### config.mk
export PLATFORM = sky130hd
export DESIGN_NAME = ias_execute_unit
export DESIGN_NICKNAME = d
export VERILOG_FILES = /design/src/design/ias_pkg.sv /design/src/design/ias_datapath.sv /design/src/design/ias_ctrl.sv /design/src/design/ias_execute_unit.sv
export SDC_FILE = /design/constraint.sdc
export NUM_CORES = 1
export LEC_CHECK = 0
export BUFFER_PORTS_ARGS = -buffer_cell sky130_fd_sc_hd__buf_2
export CORE_UTILIZATION = 40
export DETAILED_ROUTE_END_ITERATION = 8
export HOLD_SLACK_MARGIN = 0.05
export SLEW_MARGIN = 20
export SYNTH_ARGS = -nofsm -noshare
export SYNTH_HDL_FRONTEND = slang
export SYNTH_HIERARCHICAL = 1
export SYNTH_SLANG_ARGS = --single-unit
export TNS_END_PERCENT = 1
### constraint.sdc
create_clock -name clk -period 14.3 [get_ports clk]
set_clock_uncertainty 0.1 [all_clocks]
set_input_delay 3.575 -clock clk [delete_from_list [all_inputs] [get_ports clk]]
set_output_delay 3.575 -clock clk [all_outputs]
set_load 0.01 [all_outputs]
### src/design/ias_pkg.sv
// Package for the IAS execute unit: opcodes and controller/datapath command types.
// No dependencies.
`timescale 1ns / 1ps
package ias_pkg;

  localparam logic [7:0] OP_LOAD      = 8'h01;
  localparam logic [7:0] OP_LOAD_NEG  = 8'h02;
  localparam logic [7:0] OP_LOAD_ABS  = 8'h03;
  localparam logic [7:0] OP_LOAD_NABS = 8'h04;
  localparam logic [7:0] OP_ADD       = 8'h05;
  localparam logic [7:0] OP_SUB       = 8'h06;
  localparam logic [7:0] OP_ADD_ABS   = 8'h07;
  localparam logic [7:0] OP_SUB_ABS   = 8'h08;
  localparam logic [7:0] OP_LOAD_MQ   = 8'h09;
  localparam logic [7:0] OP_MQ_TO_AC  = 8'h0A;
  localparam logic [7:0] OP_MUL       = 8'h0B;
  localparam logic [7:0] OP_DIV       = 8'h0C;
  localparam logic [7:0] OP_JMP_L     = 8'h0D;
  localparam logic [7:0] OP_JMP_R     = 8'h0E;
  localparam logic [7:0] OP_JPOS_L    = 8'h0F;
  localparam logic [7:0] OP_JPOS_R    = 8'h10;
  localparam logic [7:0] OP_STOR_L    = 8'h12;
  localparam logic [7:0] OP_STOR_R    = 8'h13;
  localparam logic [7:0] OP_LSH       = 8'h14;
  localparam logic [7:0] OP_RSH       = 8'h15;
  localparam logic [7:0] OP_STOR      = 8'h21;

  // Controller to datapath commands
  typedef struct packed {
    logic load;     // latch the transaction, run the non-iterative ops
    logic mul_init; // start a multiply
    logic div_init; // start a divide
    logic step;     // one iteration of multiply or divide
    logic mul_done; // write multiply result
    logic div_done; // write divide result
  } ias_cmd_t;

  typedef struct packed {
    logic is_mul;
    logic is_div;
  } ias_sts_t;

endpackage

### src/design/ias_datapath.sv
// Datapath of the IAS execute unit: AC, MQ, halt flag, iterative mul/div.
// Depends on ias_pkg.
`timescale 1ns / 1ps
module ias_datapath #(
  parameter int WORD_BITS = 40,
  parameter int ADDR_BITS = 12
) (
  input  logic                 clk,
  input  logic                 rst_n,
  input  ias_pkg::ias_cmd_t    cmd,
  output ias_pkg::ias_sts_t    sts,
  input  logic                 in_end_marker,
  input  logic [7:0]           in_opcode,
  input  logic [ADDR_BITS-1:0] in_address,
  input  logic [WORD_BITS-1:0] in_operand,
  output logic                 r_store_valid,
  output logic [ADDR_BITS-1:0] r_store_addr,
  output logic [WORD_BITS-1:0] r_store_data,
  output logic                 r_jump_taken,
  output logic [ADDR_BITS-1:0] r_jump_target,
  output logic                 r_jump_right_half,
  output logic                 r_refetch,
  output logic                 r_halted,
  output logic                 r_divide_fault,
  output logic [WORD_BITS-1:0] r_acc
);
  localparam int HB = WORD_BITS / 2;

  logic [WORD_BITS-1:0] ac_r, mq_r, ac_nxt, mq_nxt;
  logic                 halt_r, halt_nxt;
  logic [WORD_BITS-1:0] a_r, b_r, p_r, rem_r, q_r;
  logic                 qneg_r, rneg_r;
  logic [WORD_BITS-1:0] m, m_abs, ac_abs, fld;
  logic [WORD_BITS:0]   trial;
  logic                 sv_r, jt_r, jr_r, rf_r, df_r;
  logic [ADDR_BITS-1:0] sa_r, jtg_r;
  logic [WORD_BITS-1:0] sd_r;
  logic                 mul_r, div_r;

  assign m      = in_operand;
  assign m_abs  = m[WORD_BITS-1] ? -m : m;
  assign ac_abs = ac_r[WORD_BITS-1] ? -ac_r : ac_r;
  assign fld    = {{(WORD_BITS-ADDR_BITS){1'b0}}, {ADDR_BITS{1'b1}}} << HB;
  assign trial  = {rem_r, q_r[WORD_BITS-1]} - {1'b0, b_r};

  // Combinational next AC/MQ for the transaction on the inputs
  always_comb begin
    ac_nxt   = ac_r;
    mq_nxt   = mq_r;
    halt_nxt = halt_r;
    if (!halt_r) begin
      if (in_end_marker) halt_nxt = 1'b1;
      else begin
        case (in_opcode)
          ias_pkg::OP_LOAD:      ac_nxt = m;
          ias_pkg::OP_LOAD_NEG:  ac_nxt = -m;
          ias_pkg::OP_LOAD_ABS:  ac_nxt = m_abs;
          ias_pkg::OP_LOAD_NABS: ac_nxt = -m_abs;
          ias_pkg::OP_ADD:       ac_nxt = ac_r + m;
          ias_pkg::OP_SUB:       ac_nxt = ac_r - m;
          ias_pkg::OP_ADD_ABS:   ac_nxt = ac_r + m_abs;
          ias_pkg::OP_SUB_ABS:   ac_nxt = ac_r - m_abs;
          ias_pkg::OP_LOAD_MQ:   mq_nxt = m;
          ias_pkg::OP_MQ_TO_AC:  ac_nxt = mq_r;
          ias_pkg::OP_LSH:       ac_nxt = {ac_r[WORD_BITS-2:0], 1'b0};
          ias_pkg::OP_RSH:       ac_nxt = {ac_r[WORD_BITS-1], ac_r[WORD_BITS-1:1]};
          default: ;
        endcase
      end
    end
  end

  assign sts.is_mul = !halt_r && !in_end_marker && in_opcode == ias_pkg::OP_MUL;
  assign sts.is_div = !halt_r && !in_end_marker && in_opcode == ias_pkg::OP_DIV
                      && m != '0;

  // Hold architectural state and results
  always_ff @(posedge clk) begin
    if (!rst_n) begin
      ac_r   <= '0;
      mq_r   <= '0;
      halt_r <= 1'b0;
      mul_r  <= 1'b0;
      div_r  <= 1'b0;
    end else if (cmd.load) begin
      ac_r   <= ac_nxt;
      mq_r   <= mq_nxt;
      halt_r <= halt_nxt;
      sv_r <= 1'b0; sa_r <= '0; sd_r <= '0;
      jt_r <= 1'b0; jtg_r <= '0; jr_r <= 1'b0;
      rf_r <= 1'b0; df_r <= 1'b0;
      if (!halt_r && !in_end_marker) begin
        case (in_opcode)
          ias_pkg::OP_DIV: df_r <= (m == '0);
          ias_pkg::OP_JMP_L, ias_pkg::OP_JMP_R, ias_pkg::OP_JPOS_L,
          ias_pkg::OP_JPOS_R: begin
            if (in_opcode == ias_pkg::OP_JMP_L || in_opcode == ias_pkg::OP_JMP_R
                || !ac_r[WORD_BITS-1]) begin
              jt_r  <= 1'b1;
              jtg_r <= in_address;
              jr_r  <= (in_opcode == ias_pkg::OP_JMP_R
                        || in_opcode == ias_pkg::OP_JPOS_R);
            end
          end
          ias_pkg::OP_STOR_L: begin
            sv_r <= 1'b1; sa_r <= in_address; rf_r <= 1'b1;
            sd_r <= (m & ~fld)
                    | ({{(WORD_BITS-ADDR_BITS){1'b0}}, ac_r[ADDR_BITS-1:0]} << HB);
          end
          ias_pkg::OP_STOR_R: begin
            sv_r <= 1'b1; sa_r <= in_address; rf_r <= 1'b1;
            sd_r <= {m[WORD_BITS-1:ADDR_BITS], ac_r[ADDR_BITS-1:0]};
          end
          ias_pkg::OP_STOR: begin
            sv_r <= 1'b1; sa_r <= in_address; sd_r <= ac_r;
          end
          default: ;
        endcase
      end
    end else begin
      // Clear the store/jump/fault flags when a multiply or divide starts
      if (cmd.mul_init || cmd.div_init) begin
        sv_r <= 1'b0; sa_r <= '0; sd_r <= '0;
        jt_r <= 1'b0; jtg_r <= '0; jr_r <= 1'b0;
        rf_r <= 1'b0; df_r <= 1'b0;
      end
      // Iterative multiply: shift-add, one multiplier bit per step
      if (cmd.mul_init) begin
        a_r <= ac_r; b_r <= m; p_r <= '0;
      end else if (cmd.div_init) begin
        q_r    <= ac_abs; b_r <= m_abs; rem_r <= '0;
        qneg_r <= ac_r[WORD_BITS-1] ^ m[WORD_BITS-1];
        rneg_r <= ac_r[WORD_BITS-1];
      end else if (cmd.step) begin
        if (mul_r) begin
          p_r <= b_r[0] ? p_r + a_r : p_r;
          a_r <= a_r << 1;
          b_r <= b_r >> 1;
        end
        // Restoring divide, one quotient bit per step; divisor stays put
        if (div_r) begin
          if (!trial[WORD_BITS]) begin
            rem_r <= trial[WORD_BITS-1:0];
            q_r   <= {q_r[WORD_BITS-2:0], 1'b1};
          end else begin
            rem_r <= {rem_r[WORD_BITS-2:0], q_r[WORD_BITS-1]};
            q_r   <= {q_r[WORD_BITS-2:0], 1'b0};
          end
        end
      end else if (cmd.mul_done) begin
        ac_r <= p_r;
      end else if (cmd.div_done) begin
        mq_r <= qneg_r ? -q_r : q_r;
        ac_r <= rneg_r ? -rem_r : rem_r;
      end
      // Track which unit runs so step knows the operation
      if (cmd.mul_init) begin mul_r <= 1'b1; div_r <= 1'b0; end
      if (cmd.div_init) begin div_r <= 1'b1; mul_r <= 1'b0; end
    end
  end

  // Multiply steps also shift b_r; keep divisor stable in divide
  assign r_store_valid     = sv_r;
  assign r_store_addr      = sa_r;
  assign r_store_data      = sd_r;
  assign r_jump_taken      = jt_r;
  assign r_jump_target     = jtg_r;
  assign r_jump_right_half = jr_r;
  assign r_refetch         = rf_r;
  assign r_halted          = halt_r;
  assign r_divide_fault    = df_r;
  assign r_acc             = ac_r;

  unused_mul_flag: assert property (@(posedge clk) disable iff (!rst_n)
    cmd.step |-> (mul_r || div_r)) else $error("step without operation");
endmodule

### src/design/ias_ctrl.sv
// Controller of the IAS execute unit: handshakes and mul/div sequencing.
// Depends on ias_pkg.
`timescale 1ns / 1ps
module ias_ctrl #(
  parameter int WORD_BITS = 40
) (
  input  logic              clk,
  input  logic              rst_n,
  input  logic              in_valid,
  output logic              in_ready,
  output logic              out_valid,
  input  logic              out_ready,
  input  ias_pkg::ias_sts_t sts,
  output ias_pkg::ias_cmd_t cmd
);
  localparam int CW = $clog2(WORD_BITS + 1);

  typedef enum logic [2:0] {S_IDLE, S_LOAD, S_STEP, S_FIN, S_OUT} state_t;
  state_t          state_r;
  logic [CW-1:0]   cnt_r;
  logic            div_r;

  assign in_ready  = (state_r == S_IDLE);
  assign out_valid = (state_r == S_OUT);

  // Decode commands from state and, in S_IDLE, from in_valid and sts; the operand
  // stays on the input pins only at acceptance, so the datapath registers it then.
  always_comb begin
    cmd = '0;
    unique case (state_r)
      S_IDLE: cmd.load = 1'b0;
      S_LOAD: begin
        cmd.load     = 1'b0;
      end
      S_STEP: cmd.step = 1'b1;
      S_FIN: begin
        cmd.mul_done = !div_r;
        cmd.div_done = div_r;
      end
      S_OUT: ;
      default: ;
    endcase
    if (state_r == S_IDLE && in_valid) begin
      cmd.load     = !(sts.is_mul || sts.is_div);
      cmd.mul_init = sts.is_mul;
      cmd.div_init = sts.is_div;
    end
  end

  // Hold state; advance through mul/div iterations
  always_ff @(posedge clk) begin
    if (!rst_n) begin
      state_r <= S_IDLE;
      cnt_r   <= '0;
      div_r   <= 1'b0;
    end else begin
      unique case (state_r)
        S_IDLE: if (in_valid) begin
          if (sts.is_mul || sts.is_div) begin
            state_r <= S_STEP;
            div_r   <= sts.is_div;
            cnt_r   <= CW'(WORD_BITS - 1);
          end else state_r <= S_OUT;
        end
        S_LOAD: state_r <= S_IDLE;
        S_STEP: begin
          if (cnt_r == '0) state_r <= S_FIN;
          cnt_r <= cnt_r - 1'b1;
        end
        S_FIN: state_r <= S_OUT;
        S_OUT: if (out_ready) state_r <= S_IDLE;
        default: state_r <= S_IDLE;
      endcase
    end
  end

  a_no_accept_busy: assert property (@(posedge clk) disable iff (!rst_n)
    (state_r != S_IDLE) |-> !in_ready) else $error("ready while busy");
  a_fin_after_step: assert property (@(posedge clk) disable iff (!rst_n)
    (state_r == S_FIN) |-> $past(state_r) == S_STEP) else $error("bad finish");
  a_out_hold: assert property (@(posedge clk) disable iff (!rst_n)
    (out_valid && !out_ready) |=> out_valid) else $error("result dropped");
endmodule

### src/design/ias_execute_unit.sv
// Channel       | Dir | Payload
// in            | in  | end_marker, opcode, address, operand
// out           | out | store/jump/refetch/halt/fault flags, acc_value
// Most opcodes go from S_IDLE straight to S_OUT; multiply and divide pass through
// S_STEP (one multiplier/quotient bit per cycle in the shared unit) and S_FIN first.
// One transaction at a time; the result is held until out is taken.
// Reset (rst_n, synchronous) clears AC, MQ and the halt flag.
// Top level of the IAS execute unit. Depends on ias_pkg, ias_ctrl, ias_datapath.
`timescale 1ns / 1ps
module ias_execute_unit #(
  parameter int WORD_BITS = 40,
  parameter int ADDR_BITS = 12
) (
  input  logic                 clk,
  input  logic                 rst_n,
  input  logic                 in_valid,
  output logic                 in_ready,
  input  logic                 in_end_marker,
  input  logic [7:0]           in_opcode,
  input  logic [ADDR_BITS-1:0] in_address,
  input  logic [WORD_BITS-1:0] in_operand,
  output logic                 out_valid,
  input  logic                 out_ready,
  output logic                 out_store_valid,
  output logic [ADDR_BITS-1:0] out_store_addr,
  output logic [WORD_BITS-1:0] out_store_data,
  output logic                 out_jump_taken,
  output logic [ADDR_BITS-1:0] out_jump_target,
  output logic                 out_jump_right_half,
  output logic                 out_refetch,
  output logic                 out_halted,
  output logic                 out_divide_fault,
  output logic [WORD_BITS-1:0] out_acc_value
);
  ias_pkg::ias_cmd_t cmd;
  ias_pkg::ias_sts_t sts;

  ias_ctrl #(.WORD_BITS(WORD_BITS)) u_ctrl (
    .clk, .rst_n, .in_valid, .in_ready, .out_valid, .out_ready, .sts, .cmd
  );

  ias_datapath #(.WORD_BITS(WORD_BITS), .ADDR_BITS(ADDR_BITS)) u_dp (
    .clk, .rst_n, .cmd, .sts, .in_end_marker, .in_opcode, .in_address,
    .in_operand,
    .r_store_valid(out_store_valid), .r_store_addr(out_store_addr),
    .r_store_data(out_store_data), .r_jump_taken(out_jump_taken),
    .r_jump_target(out_jump_target), .r_jump_right_half(out_jump_right_half),
    .r_refetch(out_refetch), .r_halted(out_halted),
    .r_divide_fault(out_divide_fault), .r_acc(out_acc_value)
  );
endmodule

# Yosys cells after proc, flatten, opt, wreduce, memory -nomap -nowiden

Cells that the tools add are included.

Register bits after elaboration: 364
Input port bits: 65
Output and inout bits: 112

Add/subtract/negate cells: 12
Equality and inequality tests: 39
Multiplexer cells: 88
Bitwise logic cells: 4
Reductions and logical operators: 47

Operator list:

| kind                                                                     | number |
|---|---|
| 40-bit two-way mux                                                       | 42 |
| 40-bit one-hot mux with 11 select lines                                  | 1 |
| 40-bit negator                                                           | 5 |
| 40-bit adder                                                             | 3 |
| 40-bit one-hot mux with 3 select lines                                   | 1 |
| 12-bit two-way mux                                                       | 8 |
| 40-bit subtractor                                                        | 2 |
| 8-bit by 4-bit == test with 1-bit output, second input constant          | 8 |
| 41-bit by 40-bit subtractor with 41-bit output                           | 1 |
| 8-bit by 5-bit == test with 1-bit output, second input constant          | 5 |
| 40-bit logical NOT                                                       | 1 |
| 40-bit by 32-bit OR with 40-bit output                                   | 1 |
| 40-bit nonzero test                                                      | 1 |
| 8-bit by 3-bit == test with 1-bit output, second input constant          | 4 |
| 1-bit two-way mux                                                        | 26 |
| 2-bit nonzero test                                                       | 9 |
| 8-bit by 2-bit == test with 1-bit output, second input constant          | 2 |
| 8-bit AND reduction                                                      | 2 |
| 3-bit two-way mux                                                        | 5 |
| 2-bit by 1-bit inequality test with 1-bit output, second input constant  | 7 |
| 6-bit two-way mux                                                        | 2 |
| 12-bit by 1-bit inequality test with 1-bit output, second input constant | 1 |
| 2-bit inequality test, second input constant                             | 6 |
| 3-bit one-hot mux with 4 select lines                                    | 1 |
| other kinds (25)                                                         | 46 |

# Depth between registers and ports, before layout

Depth after elaboration: 10
Depth in mapped cells: 28
Gate-level depth less buffers: 24

# Cells and area by module

The synthesis kept the hierarchy.

By module, submodules not included:

| module       | times used | cells an instance | area each (sq um) |
|---|---|---|---|
| ias_datapath | 1          | 3659              | 29833.6 |
| ias_ctrl     | 1          | 73                | 630.6 |

# Worst setup path after synthesis

No wires, ideal clock.

Path type: input-to-reg
From: in in_operand[39]
To: reg u_dp.q_r[0], enable pin
Data arrival time: 12.042 ns
Slack: 1.542 ns
Cell stages on the path: 14
Path buffers: 8
Cells stage by stage: clkbuf_1 clkbuf_1 buf_2 buf_1 clkbuf_1 clkbuf_1 or2_2 o2111a_1 nor3_1 clkbuf_1 inv_1 buf_1 nand2_1 nor3_1

RTL lines:

| element                | line                   | source |
|---|---|---|
| start: declaration     | ias_execute_unit.sv:21 | `input logic [WORD_BITS-1:0] in_operand,` |
| end signal: assignment | ias_datapath.sv:144    | `q_r <= {q_r[WORD_BITS-2:0], 1'b1};` |
| end signal: assignment | ias_datapath.sv:147    | `q_r <= {q_r[WORD_BITS-2:0], 1'b0};` |
| end: declaration       | ias_datapath.sv:31     | `logic [WORD_BITS-1:0] a_r, b_r, p_r, rem_r, q_r;` |

# Worst setup path in the final report

From: in in_operand[0]
To: reg u_dp.ac_r[31], in the netlist u_dp/r_acc[31]

Cells in the longest elaborated chain, start to end: 7
Elaborated cells on any way between the ends: 24
Classes of those cells: 6 x add/sub; 6 x eq/ne; 6 x mux; 6 x reduce/logical

Ends and longest elaborated chain:

| element                                                                             | line                                                       | source |
|---|---|---|
| 40-bit negator / 40-bit nonzero test (equally long branches)                        | ias_datapath.sv:41, ias_datapath.sv:56, ias_datapath.sv:75 |  |
| 40-bit two-way mux / 1-bit logical AND (equally long branches)                      | ias_datapath.sv:41, ias_datapath.sv:75                     |  |
| 40-bit subtractor, or another cell as far along                                     | ias_datapath.sv:62                                         | `ias_pkg::OP_SUB_ABS: ac_nxt = ac_r - m_abs;` |
| 40-bit one-hot mux with 11 select lines / 1-bit logical NOT (equally long branches) | ias_datapath.sv:54, ias_ctrl.sv:44                         |  |
| 40-bit two-way mux / 3-bit two-way mux (equally long branches)                      | ias_datapath.sv:52, ias_ctrl.sv:43                         |  |
| 40-bit two-way mux, or another cell as far along                                    | ias_datapath.sv:51                                         | `if (!halt_r) begin` |
| 40-bit two-way mux / 7-bit AND reduction (equally long branches)                    | --                                                         |  |
| end signal: assignment                                                              | ias_datapath.sv:86                                         | `ac_r <= ac_nxt;` |
| end signal: assignment                                                              | ias_datapath.sv:151                                        | `ac_r <= p_r;` |
| end signal: assignment                                                              | ias_datapath.sv:154                                        | `ac_r <= rneg_r ? -rem_r : rem_r;` |
| end: declaration                                                                    | ias_datapath.sv:29                                         | `logic [WORD_BITS-1:0] ac_r, mq_r, ac_nxt, mq_nxt;` |

Several ways; a longest one is shown, not always the timed one. The select of a mux whose other input is x is not followed.
A chain may end at the register's enable or synchronous reset.

==> qor.csv <==
stage,metric,value,unit
yosys,mapped cell area,30500,um2
grt,total gr overflow,0,
routing,vias,31000,
routing,ANT nets after route,0,
clock_tree,CTS tree,built,
floorplanning,die area,77300,um2
yosys,Syn Nets,3926,
routing,drt via density,6.49,
yosys,number of synthesis warnings,6,
floorplanning,Starting Density,40.6,%
sta,Hold Fails Final Rpt,0,
critical_path,flop2flop setup slack,8680,ps
yosys,cell taking the most area after synthesis,edfxtp_1,
clock_tree,CTS H-tree depth,2,
sta,ratio of final minimum period to clock period,75.1,%
critical_path,startpoint types,primary input,
critical_path,Worst path depth,23,
critical_path,most numerous cell on the critical path,o21ai_0,
finish,Total Nets Final,3959,
power_and_ir_drop,Total Power,2.79,mW
sta,Fin Setup TNS,0,ps
critical_path,worst path arrival time,11140,ps
power_and_ir_drop,Leak,12.4,nW
critical_path,Worst Reg-to-Reg Cells,16,
place,routability cong.,1.03,
sta,Slew HR,20.6,%
critical_path,Top Family by Delay on Critical Path,simple AND/OR/NAND/NOR gates,
grt,initial antenna violation count,5,
yosys,"FFs w/ async S/R, synth",0,%
finish,area grow syn2layout,10.9,%
clock_tree,hold_buf cts,0,
status,outcome,completed,
routing,routed wire length,136000,um
power_and_ir_drop,power density over the cells,82.5,nW/um2
critical_path,Max stage delay on crit path,790,ps
yosys,"top cells by area, synth","edfxtp_1 27%, a21oi_1 6.3%, dfxtp_1 6.1%",
critical_path,worst flop-to-flop path startpoint,u_dp/q_r[39],
clock_tree,clock buffer count from CTS,46,
finish,Reg area,10000,um2
clock_tree,worst skew pair latency,620,ps
finish,fillers,7503,
grt,vias in the first global route,28500,
min_path,hold path depth,2,
critical_path,Crit Path Class,in -> reg,
finish,multi-input logic area,19100,um2
sta,Max Slew Vio Count,0,
sta,# setup viols final,0,
finish,fin util,45.1,%
sta,unrepaired setup endpoints after global routing,no,
critical_path,FF-to-FF End,u_dp/rem_r[37],
floorplanning,# IOs,177,
critical_path,Setup crit end,u_dp/r_acc[31],
yosys,number of flops mapped to enable cells by yosys,271,
critical_path,CP max stage cell,a2111oi_2,
critical_path,CP required,14690,ps
yosys,Most used DFF post-synth,edfxtp_1,
finish,fin cells,4774,
clock_tree,clock root buffer,clkbuf_16,
yosys,Yosys reg bits,364,
floorplanning,core area,74900,um2
place,dpl hpwl,99500,um
clock_tree,post-CTS sizing,0,
critical_path,critical path launch point,in_operand[0],
routing,Initial DRC Count,4246,
yosys,Avg Inst Size Synth,8.16,um2
sta,fmax,93.1,MHz
floorplanning,chip width,278,um
clock_tree,"CTS clk-pin slew, worst paths",50,ps
routing,DRC violations left,0,
floorplanning,height of the die,278,um
grt,largest net degree at the start of global routing,146,
place,dpl cells,4686,
yosys,"Seq/Total Area, Yosys",32.8,%
clock_tree,CTS max path bufs,3,
critical_path,CP Capture Type,flip-flop,
critical_path,CP Cell Sequence,buf_2 > inv_1 > ha_1 > or4b_1 > nor2_4 > a21oi_1 > a2111oi_2 > nand3_1 > or4b_1 > xor2_1 > o211ai_1 > o21ai_0 > ha_1 > or3_1 > o211ai_1 > or4b_2 > o21ai_0 > and2_1 > o21ai_0 > a2111oi_0 > a211o_1 > a21oi_1 > o221a_2,
yosys,top-area cell type share of the netlist area,26.7,%
routing,TritonRoute pass-1 iters,7,
sta,crit path time final,10750,ps
yosys,"Distinct cells, synth",97,
routing,mean routed wirelength per cell,28.4,um
clock_tree,number of post-CTS setup repair buffers,0,
grt,first-pass GRT wire length,196000,um
job,Max Cap Viol,0,
critical_path,CP Max Fanout,10,
finish,layout cells sized above 1,12.5,%
place,PortBufs,176,
clock_tree,clock sink count,364,
floorplanning,Core Rows,100,
critical_path,CP bufs+invs,2,
yosys,cells after synthesis,3732,
grt,GRT Util Overall,34.1,%
min_path,Min-Delay Path Class,reg -> reg,
sta,slew at the pin closest to its max-slew limit,1180,ps
power_and_ir_drop,maximum vdd drop,0.0849,mV
[synthesized netlist by cell type, types with 31 or more instances]
cell	number
o21ai_0	289
clkbuf_1	237
xnor2_1	139
o31ai_1	47
a22oi_1	35
nor3_1	92
o21a_1	34
a221oi_1	39
a21oi_1	382
o211ai_1	32
nor2b_1	31
nand3_1	71
and2_1	32
or3_1	45
nand2_1	458
dfxtp_1	93
nor2_1	296
mux2_2	52
a211oi_1	41
inv_1	103
a21o_1	63
xor2_1	156
nor4_1	32
edfxtp_1	271
ha_1	126
[metrics by stage]
stage	hold WS [ps]	setup WS [ps]	area, um2
6_report	361	3550	33800
5_1_grt	389	3110	33800
4_1_cts	361	3800	33800
3_5_place_dp	353	3190	32300
3_3_place_gp	349	3270	32300
2_1_floorplan	334	1540	30500
[where the power goes]
group | internal (mW) | switching (mW)
Sequential | 1.14 | 0.0265
Combinational | 0.143 | 0.310
Clock | 0.670 | 0.495
[logic make-up after synthesis]
family / count (synthesis) / synth area share (%)
multiplexers: 70 / 2.51
AO/OA/AOI/OAI: 1244 / 26.4
AND/OR/NAND/NOR: 1235 / 19.1
flip-flops: 364 / 32.8
adder cells (fa/ha/maj): 129 / 5.37
buffers and inverters: 391 / 5.04
XOR/XNOR: 299 / 8.69
[worst min-delay path: stages, from the launching register on]
cell and delay, ps:
dfxtp_1 310, nand2_1 50, a21oi_1 50
[layout make-up]
type / count / area share [%]
diodes: 2 / 0.0148
clock buffers: 68 / 3.74
clock inverters: 18 / 0.648
inverters: 105 / 1.17
multi-input cells: 2977 / 56.5
flip-flops and latches: 364 / 29.6
well taps: 969 / 3.59
repair buffers: 271 / 4.76
[state kept, by name, indices dropped and copies added, names as in the netlist, 3 cells and up]
name and count:
u_dp/r_acc 40, u_dp/q_r 40, u_dp/r_store_addr 12, u_dp/a_r 40, u_dp/rem_r 40, u_dp/r_store_data 40
u_ctrl/state_r 3, u_dp/b_r 40, u_dp/mq_r 40, u_dp/p_r 40, u_ctrl/cnt_r 6, u_dp/r_jump_target 12
[per-layer routing]
metal	GRT usage, %	wire length (um)	vias up
li1	-	-	13900
met1	43.9	53100	14800
met2	51.1	58200	1843
met3	6.91	13500	437
met4	23.8	10900	0
met5	0	0	-
[cell usage in the layout (no fill, tap or decap), types with 33 or more instances in the layout]
| cell | n |
|---|---|
| nand2_1 | 458 |
| a21oi_1 | 379 |
| o21ai_0 | 289 |
| nor2_1 | 287 |
| edfxtp_1 | 271 |
| buf_2 | 176 |
| xor2_1 | 155 |
| xnor2_1 | 138 |
| ha_1 | 126 |
| inv_1 | 102 |
| buf_4 | 94 |
| dfxtp_1 | 92 |
| nor3_1 | 87 |
| nand3_1 | 71 |
| a21o_1 | 63 |
| mux2_2 | 52 |
| o31ai_1 | 47 |
| clkbuf_16 | 46 |
| or3_1 | 45 |
| a211oi_1 | 40 |
| a221oi_1 | 39 |
| a22oi_1 | 35 |
| and2_1 | 33 |
| o21a_1 | 33 |
[worst min-delay path by stage]
| stage | slack (ps) | end | startpoint |
|---|---|---|---|
| after detailed placement | 350 | u_dp/mq_r[6] | u_dp/mq_r[6] |
| final | 360 | u_dp/mq_r[24] | u_dp/mq_r[24] |
| after floorplan | 330 | u_dp/mq_r[20] | u_dp/mq_r[20] |
| after global routing | 390 | u_dp/mq_r[7] | u_dp/mq_r[7] |
| after global placement | 350 | u_dp/mq_r[27] | u_dp/mq_r[27] |
| after CTS | 360 | u_dp/mq_r[14] | u_dp/mq_r[14] |
No activity file was read; power rests on OpenSTA's default activity.
